==> config.mk <==
export PLATFORM = sky130hd
export DESIGN_NAME = gsa_floor_us
export DESIGN_NICKNAME = d
export VERILOG_FILES = /design/src/design/gsa_pkg.sv /design/src/design/gsa_floor_us.sv
export SDC_FILE = /design/constraint.sdc
export NUM_CORES = 1
export LEC_CHECK = 0
export ABC_CLOCK_PERIOD_IN_PS = 11900
export BUFFER_PORTS_ARGS = -buffer_cell sky130_fd_sc_hd__buf_4
export CORE_ASPECT_RATIO = 0.6
export CORE_MARGIN = 3
export CORE_UTILIZATION = 36
export DETAILED_ROUTE_END_ITERATION = 7
export GPL_TIMING_DRIVEN = 0
export HOLD_SLACK_MARGIN = 0.15
export PLACE_DENSITY = 0.52
export SLEW_MARGIN = 40
export SYNTH_ARGS = -nofsm -noshare
export SYNTH_HDL_FRONTEND = slang
export SYNTH_SLANG_ARGS = --single-unit
==> constraint.sdc <==
create_clock -name i_clk -period 11.9 [get_ports i_clk]
set_clock_uncertainty 0.15 [all_clocks]
set_input_delay 2.38 -clock i_clk [delete_from_list [all_inputs] [get_ports i_clk]]
set_output_delay 2.38 -clock i_clk [all_outputs]
set_load 0.005 [all_outputs]
==> src/design/gsa_pkg.sv <==
`default_nettype none

package gsa_pkg;

    localparam int TIME_WIDTH_DEF     = 32;
    localparam int ADAPT_PRIORITY_DEF = 7;

    localparam int FIELD_W = 32;
    localparam int SUM_W   = FIELD_W + 1;
    localparam int PRIO_W  = 3;
    localparam int CFG_IDX_W = 3;

    // divide by ten: exact for any 32 bit value
    localparam logic [31:0] DIV10_MUL = 32'hCCCC_CCCD;
    localparam int          DIV10_SH  = 35;
    localparam int          DIV10_W   = FIELD_W - 3;

    // floor to microseconds as (t >> 3) / 125, exact below 2^30
    localparam int          US_SHIFT   = 3;
    localparam int          US_N_W     = SUM_W - US_SHIFT;
    localparam logic [30:0] DIV125_MUL = 31'd1099511628;
    localparam int          DIV125_SH  = 37;
    localparam int          US_Q_W     = US_N_W + 31 - DIV125_SH;
    localparam int          NS_PER_US  = 1000;
    localparam int          TT_W       = US_Q_W + 10;

    localparam logic [31:0] CYCLE_TIME_RST     = 32'd1000000;
    localparam logic [31:0] INCREASE_STEP_RST  = 32'd1000;
    localparam logic [31:0] DECREASE_STEP_RST  = 32'd1000;
    localparam logic [31:0] MAX_INC_STEP_RST   = 32'd10000;
    localparam logic [31:0] MAX_DEC_STEP_RST   = 32'd10000;
    localparam logic [31:0] UPPER_LIMIT_RST    = 32'd100000;
    localparam logic [31:0] LOWER_LIMIT_RST    = 32'd50000;

    typedef enum logic [CFG_IDX_W-1:0] {
        CFG_CYCLE_TIME    = 3'd0,
        CFG_INCREASE_STEP = 3'd1,
        CFG_DECREASE_STEP = 3'd2,
        CFG_MAX_INC_STEP  = 3'd3,
        CFG_MAX_DEC_STEP  = 3'd4,
        CFG_UPPER_LIMIT   = 3'd5,
        CFG_LOWER_LIMIT   = 3'd6,
        CFG_AUTO_ENABLE   = 3'd7
    } t_cfg_idx;

    typedef enum logic [2:0] {
        ACT_NONE = 3'd0,
        ACT_INC  = 3'd1,
        ACT_AUTO = 3'd2,
        ACT_DEC  = 3'd3,
        ACT_HOLD = 3'd4
    } t_action;

    typedef struct packed {
        logic [PRIO_W-1:0]  priority_req;
        logic [FIELD_W-1:0] frame_delay;
        logic [FIELD_W-1:0] pending_interval;
        logic [FIELD_W-1:0] running_interval;
        logic               already_increased;
        logic [FIELD_W-1:0] last_tt_offset;
    } t_gsa_in;

    typedef struct packed {
        logic [FIELD_W-1:0] tt_interval;
        logic [FIELD_W-1:0] other_interval;
        logic               set_increased;
        t_action            action;
    } t_gsa_out;

    typedef struct packed {
        logic    adapt;
        t_action action;
    } t_gsa_tag;

    // floor(9r/10) and ceil(9r/10) for a remainder of a division by ten
    function automatic logic [3:0] ninety_lo(input logic [3:0] rem);
        logic [3:0] res;
        case (rem)
            4'd0: res = 4'd0;
            4'd1: res = 4'd0;
            4'd2: res = 4'd1;
            4'd3: res = 4'd2;
            4'd4: res = 4'd3;
            4'd5: res = 4'd4;
            4'd6: res = 4'd5;
            4'd7: res = 4'd6;
            4'd8: res = 4'd7;
            4'd9: res = 4'd8;
            default: res = 4'd0;
        endcase
        return res;
    endfunction

    function automatic logic [3:0] ninety_hi(input logic [3:0] rem);
        logic [3:0] res;
        case (rem)
            4'd0: res = 4'd0;
            4'd1: res = 4'd1;
            4'd2: res = 4'd2;
            4'd3: res = 4'd3;
            4'd4: res = 4'd4;
            4'd5: res = 4'd5;
            4'd6: res = 4'd6;
            4'd7: res = 4'd7;
            4'd8: res = 4'd8;
            4'd9: res = 4'd9;
            default: res = 4'd0;
        endcase
        return res;
    endfunction

endpackage

`default_nettype wire

==> src/design/gsa_floor_us.sv <==
`default_nettype none

module gsa_floor_us (
    input  wire                        i_clk,
    input  wire                        i_rst_n,
    input  wire                        i_vld,
    input  wire [gsa_pkg::SUM_W-1:0]   i_target,
    input  gsa_pkg::t_gsa_tag          i_tag,
    input  wire [gsa_pkg::FIELD_W-1:0] i_cycle_time,
    output logic                       o_vld,
    output gsa_pkg::t_gsa_out          o_result
);
    import gsa_pkg::*;

    localparam int PROD_W = US_N_W + 31;

    logic                 r_q_vld;
    logic [US_Q_W-1:0]    r_q;
    t_gsa_tag             r_q_tag;
    logic [US_Q_W-1:0]    n_q;
    logic [PROD_W-1:0]    w_prod;

    logic                 r_tt_vld;
    logic [TT_W-1:0]      r_tt;
    t_gsa_tag             r_tt_tag;
    logic [TT_W-1:0]      n_tt;

    logic                 r_out_vld;
    t_gsa_out             r_out;
    t_gsa_out             n_out;
    logic [TT_W-1:0]      w_cycle_ext;

    // quotient by microseconds
    always_comb begin
        w_prod = PROD_W'(i_target[SUM_W-1:US_SHIFT]) * PROD_W'(DIV125_MUL);
        n_q    = w_prod[DIV125_SH +: US_Q_W];
    end

    always_ff @(posedge i_clk) begin
        if (!i_rst_n) begin
            r_q_vld <= 1'b0;
        end else begin
            r_q_vld <= i_vld;
        end
        r_q     <= n_q;
        r_q_tag <= i_tag;
    end

    always_comb begin
        n_tt = TT_W'(r_q) * TT_W'(NS_PER_US);
    end

    always_ff @(posedge i_clk) begin
        if (!i_rst_n) begin
            r_tt_vld <= 1'b0;
        end else begin
            r_tt_vld <= r_q_vld;
        end
        r_tt     <= n_tt;
        r_tt_tag <= r_q_tag;
    end

    // complement within the cycle, non-adapting words read as zero
    always_comb begin
        w_cycle_ext = TT_W'(i_cycle_time);
        n_out       = '0;
        if (r_tt_tag.adapt) begin
            n_out.tt_interval    = r_tt[FIELD_W-1:0];
            n_out.other_interval = (w_cycle_ext > r_tt) ?
                                   FIELD_W'(w_cycle_ext - r_tt) : '0;
            n_out.set_increased  = (r_tt_tag.action == ACT_INC);
            n_out.action         = r_tt_tag.action;
        end
    end

    always_ff @(posedge i_clk) begin
        if (!i_rst_n) begin
            r_out_vld <= 1'b0;
        end else begin
            r_out_vld <= r_tt_vld;
        end
        r_out <= n_out;
    end

    assign o_vld    = r_out_vld;
    assign o_result = r_out;

endmodule

`default_nettype wire

# After elaboration in Yosys (flattened, before gate mapping)
# Index checks and enable logic that the tools add are counted.
dict set report classes {
  addsub 1
  multipliers 2
  n_lt_le_gt_ge 1
  n_eq_ne 1
  n_reduce_logical 1
}
# operator n
set op_table {}
lappend op_table {{30-bit by 29-bit multiplier with 59-bit output, second input constant} 1}
lappend op_table {{32-bit by 34-bit > comparator with 1-bit output} 1}
lappend op_table {{32-bit subtractor} 1}
lappend op_table {{24-bit by 7-bit multiplier with 31-bit output, second input constant} 1}
lappend op_table {{3-bit by 1-bit == test with 1-bit output, second input constant} 1}
lappend op_table {{2-bit AND reduction} 1}
dict set report totals {
  ff_bits 131
  in_bits 72
  output_inout_bits 69
  wordCells 19
}

# Depth between registers and ports, before layout
# Gate-level depths: netlist of run 1.
dict set report depth {
  ltp_word 2
  depth_mapped 25
  mapped_depth_nobuf 25
}

# Least setup slack after synthesis of run 1
# No wires, ideal clock.
dict set report synth_timing {
  kind {input-to-reg}
  startpoint {input port i_target[15] (netlist bit)}
  endpoint {register r_q[22]}
  arrival_ps 8294
  t_required_ps 11678
  setup_slack_ps 3383
  cell_stages 23
  n_path_buf 0
  path_cell_list {ha_1 fa_1 fa_1 inv_1 fa_1 inv_1 fa_1 fa_1 fa_1 inv_1 fa_1 inv_1 ha_1 a21oi_1 o21ai_0 nand4_1 a41oi_1 a211oi_1 nand2_1 a31oi_1 o211ai_1 o31ai_1 xnor2_1}
}
dict set report synth_via {
  elab_chain_cells 1
}
# item line_no
set synth_lines {}
lappend synth_lines {{start: declaration} gsa_floor_us.sv:7} ;# input wire [gsa_pkg::SUM_W-1:0] i_target,
lappend synth_lines {{30-bit by 29-bit multiplier with 59-bit output} gsa_floor_us.sv:35} ;# w_prod = PROD_W'(i_target[SUM_W-1:US_SHIFT]) * PROD_W'(DIV125_MUL);
lappend synth_lines {{net w_prod[59]} gsa_floor_us.sv:21} ;# logic [PROD_W-1:0] w_prod;
lappend synth_lines {{end signal: assignment} gsa_floor_us.sv:45} ;# r_q <= n_q;
lappend synth_lines {{end: declaration} gsa_floor_us.sv:18} ;# logic [US_Q_W-1:0] r_q;
# The timed path passes the listed nets, and every way through them passes these cells.
# A chain may end at the register's enable or synchronous reset.

# Worst setup path after layout of run 1
dict set report layout_timing {
  startpoint {input port i_target[13] (netlist bit)}
  endpoint {register r_q[14]}
}
# Same word-level chain as after synthesis.

==> reports/metrics.yaml, run 1 <==
synth_top_cell_area_share_pct: 32.9
reg2reg_to: "r_tt[28]"
seq_area_frac_synth_pct: 11.9
globalplace.congestion: 0.925
core_area_um2: 59900
grt_pass1_vias: 16200
maxSlewViolCount: 0
post_drt_via_cell_ratio: 4.74
max_slew_margin_pct: 39.0
drc: 0
layout_common_cells: "inv_1 (669), ha_1 (470), fa_1 (363)"
tightest_slew_ns: 0.906
cts_sinks: 131
hp-start: "r_q_tag[3]"
grt_pass1_wl_um: 90400
min_path_type: "register to register"
drtIter0Drc: 866
antenna_cells: 0
yosys.area.top_type: "fa_1"
io_pins: 141
antenna_left: 0
ys_warn_count: 0
worstPathMaxFanout: 11
setup_viol: 0
fp-row-count: 69
endpoint_kind: "register"
cts_hold_buf: 0
ys_seq_elements: 131
maxCapViolations: 0
clk_latency_ns: 0.43
wl_um: 56600
netlist_area_um2: 22100
start_util_pct: 36.9
cts_buffers: 17
nFillCells: 5952
die_area_um2: 64500
hold_path_depth: 0
tritoncts: "done"
root_buffer: "clkbuf_16"
synth_cell_types: 61
r2r_cells: 17
mostFrequentLayoutCell: "inv_1"
worstSetupStartpointType: "input pin"
clk_pin_slew_ns: 0.07
avgSynthCellArea_um2: 9.86
synth_area_leaders: "fa_1 (33%), ha_1 (27%), dfxtp_1 (12%), inv_1 (11%), a21oi_1 (2.0%)"
r2r_setup_slack_ns: 5.90
cts_buffer_depth: 2
synth_async_sr_flop_share_pct: 0
timing.setup.tns_ns: 0
hold_violations: 0
finalCritPeriodShare_pct: 84.1
dp.cells: 3194
htreeDepth: 4
hold_ws_ns: 0.172
drive_gt1_share_pct: 7.84
ys.flop_type: "dfxtp_1"
status: "complete, no violations"
postCtsResizedCells: 0
synth_edf_count: 0
portBuffers: 134
seq_area_um2: 2620
instances_no_fill: 3226
dieHeight_um: 198
grt_overflow: 0
rr_startpoint: "r_q[2]"
max_freq_mhz: 99.9
grt_max_degree: 17
timing_worst_setup_path_type: "input pin to register"
layout.nets: 3302
multi_input_area_um2: 16900
synthCells: 2242
cp.required_ns: 12.09
die_w_um: 326
antenna_found_initial: 0
vias: 15300
rsz0062_at_grt: "no"
cts_post_setup_buffers_inserted: 0
hold_end: "r_tt_tag[3]"
hpwl_um: 50100
cp_data_arrival_time_ns: 10.19
min_period_ns: 10.01
first_pass_iters: 7
synthToLayoutAreaGrowth_pct: 11.9
wire_per_inst_um: 17.5
grt_use_total_pct: 18.2
## metrics by stage
step                setup slack, ns  area, µm²  util (%)
finish                         1.89      24700      41.3
detailed placement             1.59      24100      40.3
global placement               1.54      24100      40.3
floorplan                      3.38      22100         -
global route                   1.57      24700      41.3
CTS                            2.01      24700      41.3
## final cells by class
cell class / instances / area share, %
multi-input combinational: 1430 / 68.3
inverter: 669 / 10.2
clock buffer: 17 / 1.72
tap: 816 / 4.13
clock inverter: 15 / 0.668
sequential: 131 / 10.6
timing repair buffer: 134 / 4.07
buffer: 14 / 0.319
## cell usage after synthesis, types with 13 or more instances
master    number
ha_1         470
fa_1         363
nor2_1        68
inv_1        669
xor2_1        30
nand2_1       38
and2_1        39
a21o_1        43
nand4_1       18
dfxtp_1      131
xnor2_1       39
o211ai_1      13
nor3_1        16
o21bai_1      14
a21oi_1       90
nand3_1       16
o21ai_0       47
a211oi_1      15
## metal layers
metal / share of wire, % / track usage (%) / vias up
met3: 7.7 / 4.93 / 26
met1: 56 / 29.9 / 7537
met4: 0.40 / 1.75 / 0
met2: 36 / 23.7 / 368
met5: 0 / 0 / -
li1: - / - / 7346
## critical path, stage by stage
cell,delay [ns]
buf_4,0.20
ha_1,0.36
fa_1,0.45
fa_1,0.55
inv_1,0.05
fa_1,0.49
inv_1,0.05
fa_1,0.51
fa_1,0.45
fa_1,0.55
inv_1,0.05
fa_1,0.60
inv_1,0.08
ha_1,0.37
nand4_1,0.23
nor4_1,0.84
o2111ai_1,0.21
a21oi_1,0.39
o211ai_1,0.30
o21bai_1,0.44
a21oi_1,0.22
o21bai_1,0.20
xor2_1,0.21
## worst max path at each step
stage	cells past startpoint	end	startpoint	slack [ns]
5_1_grt	23	r_q[17]	i_target[13]	1.57
4_1_cts	23	r_q[17]	i_target[13]	2.01
2_1_floorplan	23	r_q[22]	i_target[15]	3.38
3_3_place_gp	23	r_q[14]	i_target[13]	1.54
6_report	23	r_q[14]	i_target[13]	1.89
3_5_place_dp	23	r_q[17]	i_target[16]	1.59
## flip-flops by register name, indices dropped and copies added, names as in the netlist
register  count
o_result     65
o_vld         1
r_q          24
r_q_tag       4
r_q_vld       1
r_tt         31
r_tt_tag      4
r_tt_vld      1
## logic make-up (layout without fill, tap and decap cells)
kind of cell | count (synthesis) | after routing | synth area share [%]
AO/OA/AOI/OAI | 281 | 281 | 8.47
other | 1 | 3 | 0.0170
AND/OR/NAND/NOR | 244 | 244 | 5.69
flip-flops | 131 | 131 | 11.9
XOR/XNOR | 69 | 69 | 2.74
buffers and inverters | 683 | 849 | 11.7
adder cells (fa/ha/maj) | 833 | 833 | 59.5
Power of run 1 is not shown: default switching activity piles up to over one toggle a cycle in this logic, so the estimate is an artifact.
==> run 2: changes to the inputs <==
- ABC_AREA: default -> 1
- ABC_CLOCK_PERIOD_IN_PS: 11900 -> 9200
- PLACE_DENSITY: 0.52 -> 0.54
- clock period: 11.9 -> 9.2 ns (I/O delays scaled with it)
==> run 2 against run 1 <==
Against the previous run: worst setup slack got worse by 0.47 ns; global-route usage grew 2.7 points; critical path depth rose by 3; flip-flop and latch count stayed put; critical path type unchanged; area after synthesis rose by 16%.
==> reports/metrics.yaml, run 2 <==
drive_gt1_share_pct: 6.17  # -1.7 points
cts_buffer_depth: 2  # unchanged
ys_top_cells_by_count: "inv_1 (1066), nand2_1 (796), ha_1 (470)"
crit_start: "i_target[11]"
nFillCells: 7339  # +23%
setup_viol: 0  # unchanged
min_period_ns: 7.78
drtIter0Drc: 1409  # +63%
grt_max_degree: 17  # unchanged
antenna_found_initial: 1  # +1
htreeDepth: 4  # unchanged
first_pass_iters: 7  # unchanged
cts_post_setup_buffers_inserted: 0  # unchanged
clk_latency_ns: 0.43  # about the same
maxSlewViolCount: 0  # unchanged
rr_startpoint: "r_q[2]"
cp.required_ns: 9.38  # -2.71 ns
layout.nets: 4443  # +35%
status: "complete, no violations"
die_w_um: 351  # +7.7%
synth_area_leaders: "fa_1 (28%), ha_1 (23%), inv_1 (16%), nand2_1 (12%), dfxtp_1 (10%)"
drt-met1-wl_um: 42800  # +35%
route.met2.wl_um: 24500  # +20%
synth_edf_count: 0  # unchanged
grt_pass1_wl_um: 118000  # +30%
timing_worst_setup_path_type: "input pin to register"
drc: 0  # unchanged
post_drt_via_cell_ratio: 4.45  # -6.0%
hp-start: "r_q_tag[1]"
grt_overflow: 0  # unchanged
hpwl_um: 67200  # +34%
fp-row-count: 75  # +8.7%
maxCapViolations: 0  # unchanged
largest_reg_flops: 65  # unchanged
vias: 19900  # +30%
grt_pass1_vias: 19800  # +22%
wl_um: 74700  # +32%
synth_async_sr_flop_share_pct: 0  # unchanged
wire_per_inst_um: 16.7  # -4.8%
synth_cell_types: 37  # -39%
mostFrequentLayoutCell: "inv_1"
ys_seq_elements: 131  # unchanged
seq_area_um2: 2620  # unchanged
max_slew_margin_pct: 50.5  # +11 points
io_pins: 141  # unchanged
globalplace.congestion: 0.963  # +4.2%
start_util_pct: 36.6  # -0.30 points
avgSynthCellArea_um2: 7.60  # -23%
tightest_slew_ns: 0.743  # -0.163 ns
grt_use_total_pct: 20.9  # +2.7 points
cts_hold_buf: 0  # unchanged
synth_top_cell_area_share_pct: 28.3  # -4.6 points
portBuffers: 134  # unchanged
rsz0062_at_grt: "no"
synth_most_common_cell: "inv_1"
die_area_um2: 74800  # +16%
hold_violations: 0  # unchanged
postCtsResizedCells: 0  # unchanged
core_area_um2: 70300  # +17%
cts_sinks: 131  # unchanged
endpoint_kind: "register"
min_path_type: "register to register"
cp_data_arrival_time_ns: 7.96  # -2.23 ns
seq_area_frac_synth_pct: 10.2  # -1.7 points
worstPathMaxFanout: 11  # unchanged
cts_buffers: 17  # unchanged
routed-wl-met3_um: 7250  # +67%
antenna_left: 0  # unchanged
clk_pin_slew_ns: 0.06  # about the same
antenna_cells: 0  # unchanged
netlist_area_um2: 25700  # +16%
synthToLayoutAreaGrowth_pct: 11.0
layout_common_cells: "inv_1 (1066), nand2_1 (796), ha_1 (470)"
multi_input_area_um2: 19000  # +13%
synthCells: 3383  # +51%
ys_warn_count: 0  # unchanged
root_buffer: "clkbuf_16"
finalCritPeriodShare_pct: 84.6
worstSetupStartpointType: "input pin"
yosys.area.top_type: "fa_1"
ys.flop_type: "dfxtp_1"
max_freq_mhz: 129
routed.top_layer: "met4"
dieHeight_um: 213  # +7.6%
timing.setup.tns_ns: 0  # unchanged
tritoncts: "done"
==> run 2: kinds of logic after synthesis <==
logic type                 count (synthesis)  share of synthesized area [%]
AOI/OAI and AO/OA                        119                           2.57
xor gates and xnor gates                  34                           1.16
adders and majority gates                833                           51.1
buffers and inverters                   1077                           15.9
DFF                                      131                           10.2
other                                      1                         0.0146
and+or+nand+nor                         1188                           19.0
==> run 2: final timing paths <==
check / to / slack (ns) / cells past startpoint
worst max register to register: r_tt[30] / 4.60 / 15
worst min-delay path: r_tt_tag[1] / 0.17 / 0
worst max-delay path: r_q[21] / 1.42 / 26
worst min register to register: r_tt_tag[1] / 0.17 / 0
==> run 2: final cells by class <==
cell class | instances | share of cell area (%)
Sequential cell | 131 | 9.19
Buffer | 10 | 0.263
Multi-Input combinational cell | 2177 | 66.6
Clock buffer | 19 | 1.59
Inverter | 1067 | 14.0
Tap cell | 924 | 4.05
Clock inverter | 11 | 0.702
Timing Repair Buffer | 134 | 3.53
==> run 2: critical path, stage by stage <==
cell     delay [ns]
buf_4          0.26
ha_1           0.33
fa_1           0.40
fa_1           0.55
inv_1          0.05
fa_1           0.49
inv_1          0.05
fa_1           0.49
inv_1          0.05
fa_1           0.47
inv_1          0.06
fa_1           0.53
inv_1          0.05
fa_1           0.50
inv_1          0.06
ha_1           0.33
nand2_1        0.14
inv_1          0.06
a21oi_1        0.23
nand2_1        0.14
nand2_1        0.08
nand3_1        0.27
nand2_1        0.29
nand3_1        0.10
nand2_1        0.07
nand2_1        0.04
==> run 2: stage by stage <==
| stage | instances | util [%] | worst slack, ns | area (µm²) | hold WS [ns] |
|---|---|---|---|---|---|
| global placement | 4443 | 39.7 | 1.11 | 27900 | 0.160 |
| finish | 4473 | 40.6 | 1.42 | 28500 | 0.168 |
| floorplan | 3385 | - | 1.99 | 25700 | 0.160 |
| CTS | 4473 | 40.6 | 1.53 | 28500 | 0.170 |
| detailed placement | 4443 | 39.7 | 1.08 | 27900 | 0.164 |
| global route | 4473 | 40.6 | 1.12 | 28500 | 0.183 |
==> run 2: routing by layer <==
layer / vias to the layer above / GRT usage [%]
li1: 10200 / -
met1: 9130 / 36.1
met2: 525 / 25.2
met3: 14 / 5.95
met4: 0 / 1.23
met5: - / 0
Power of run 2 is left out for the same reason.
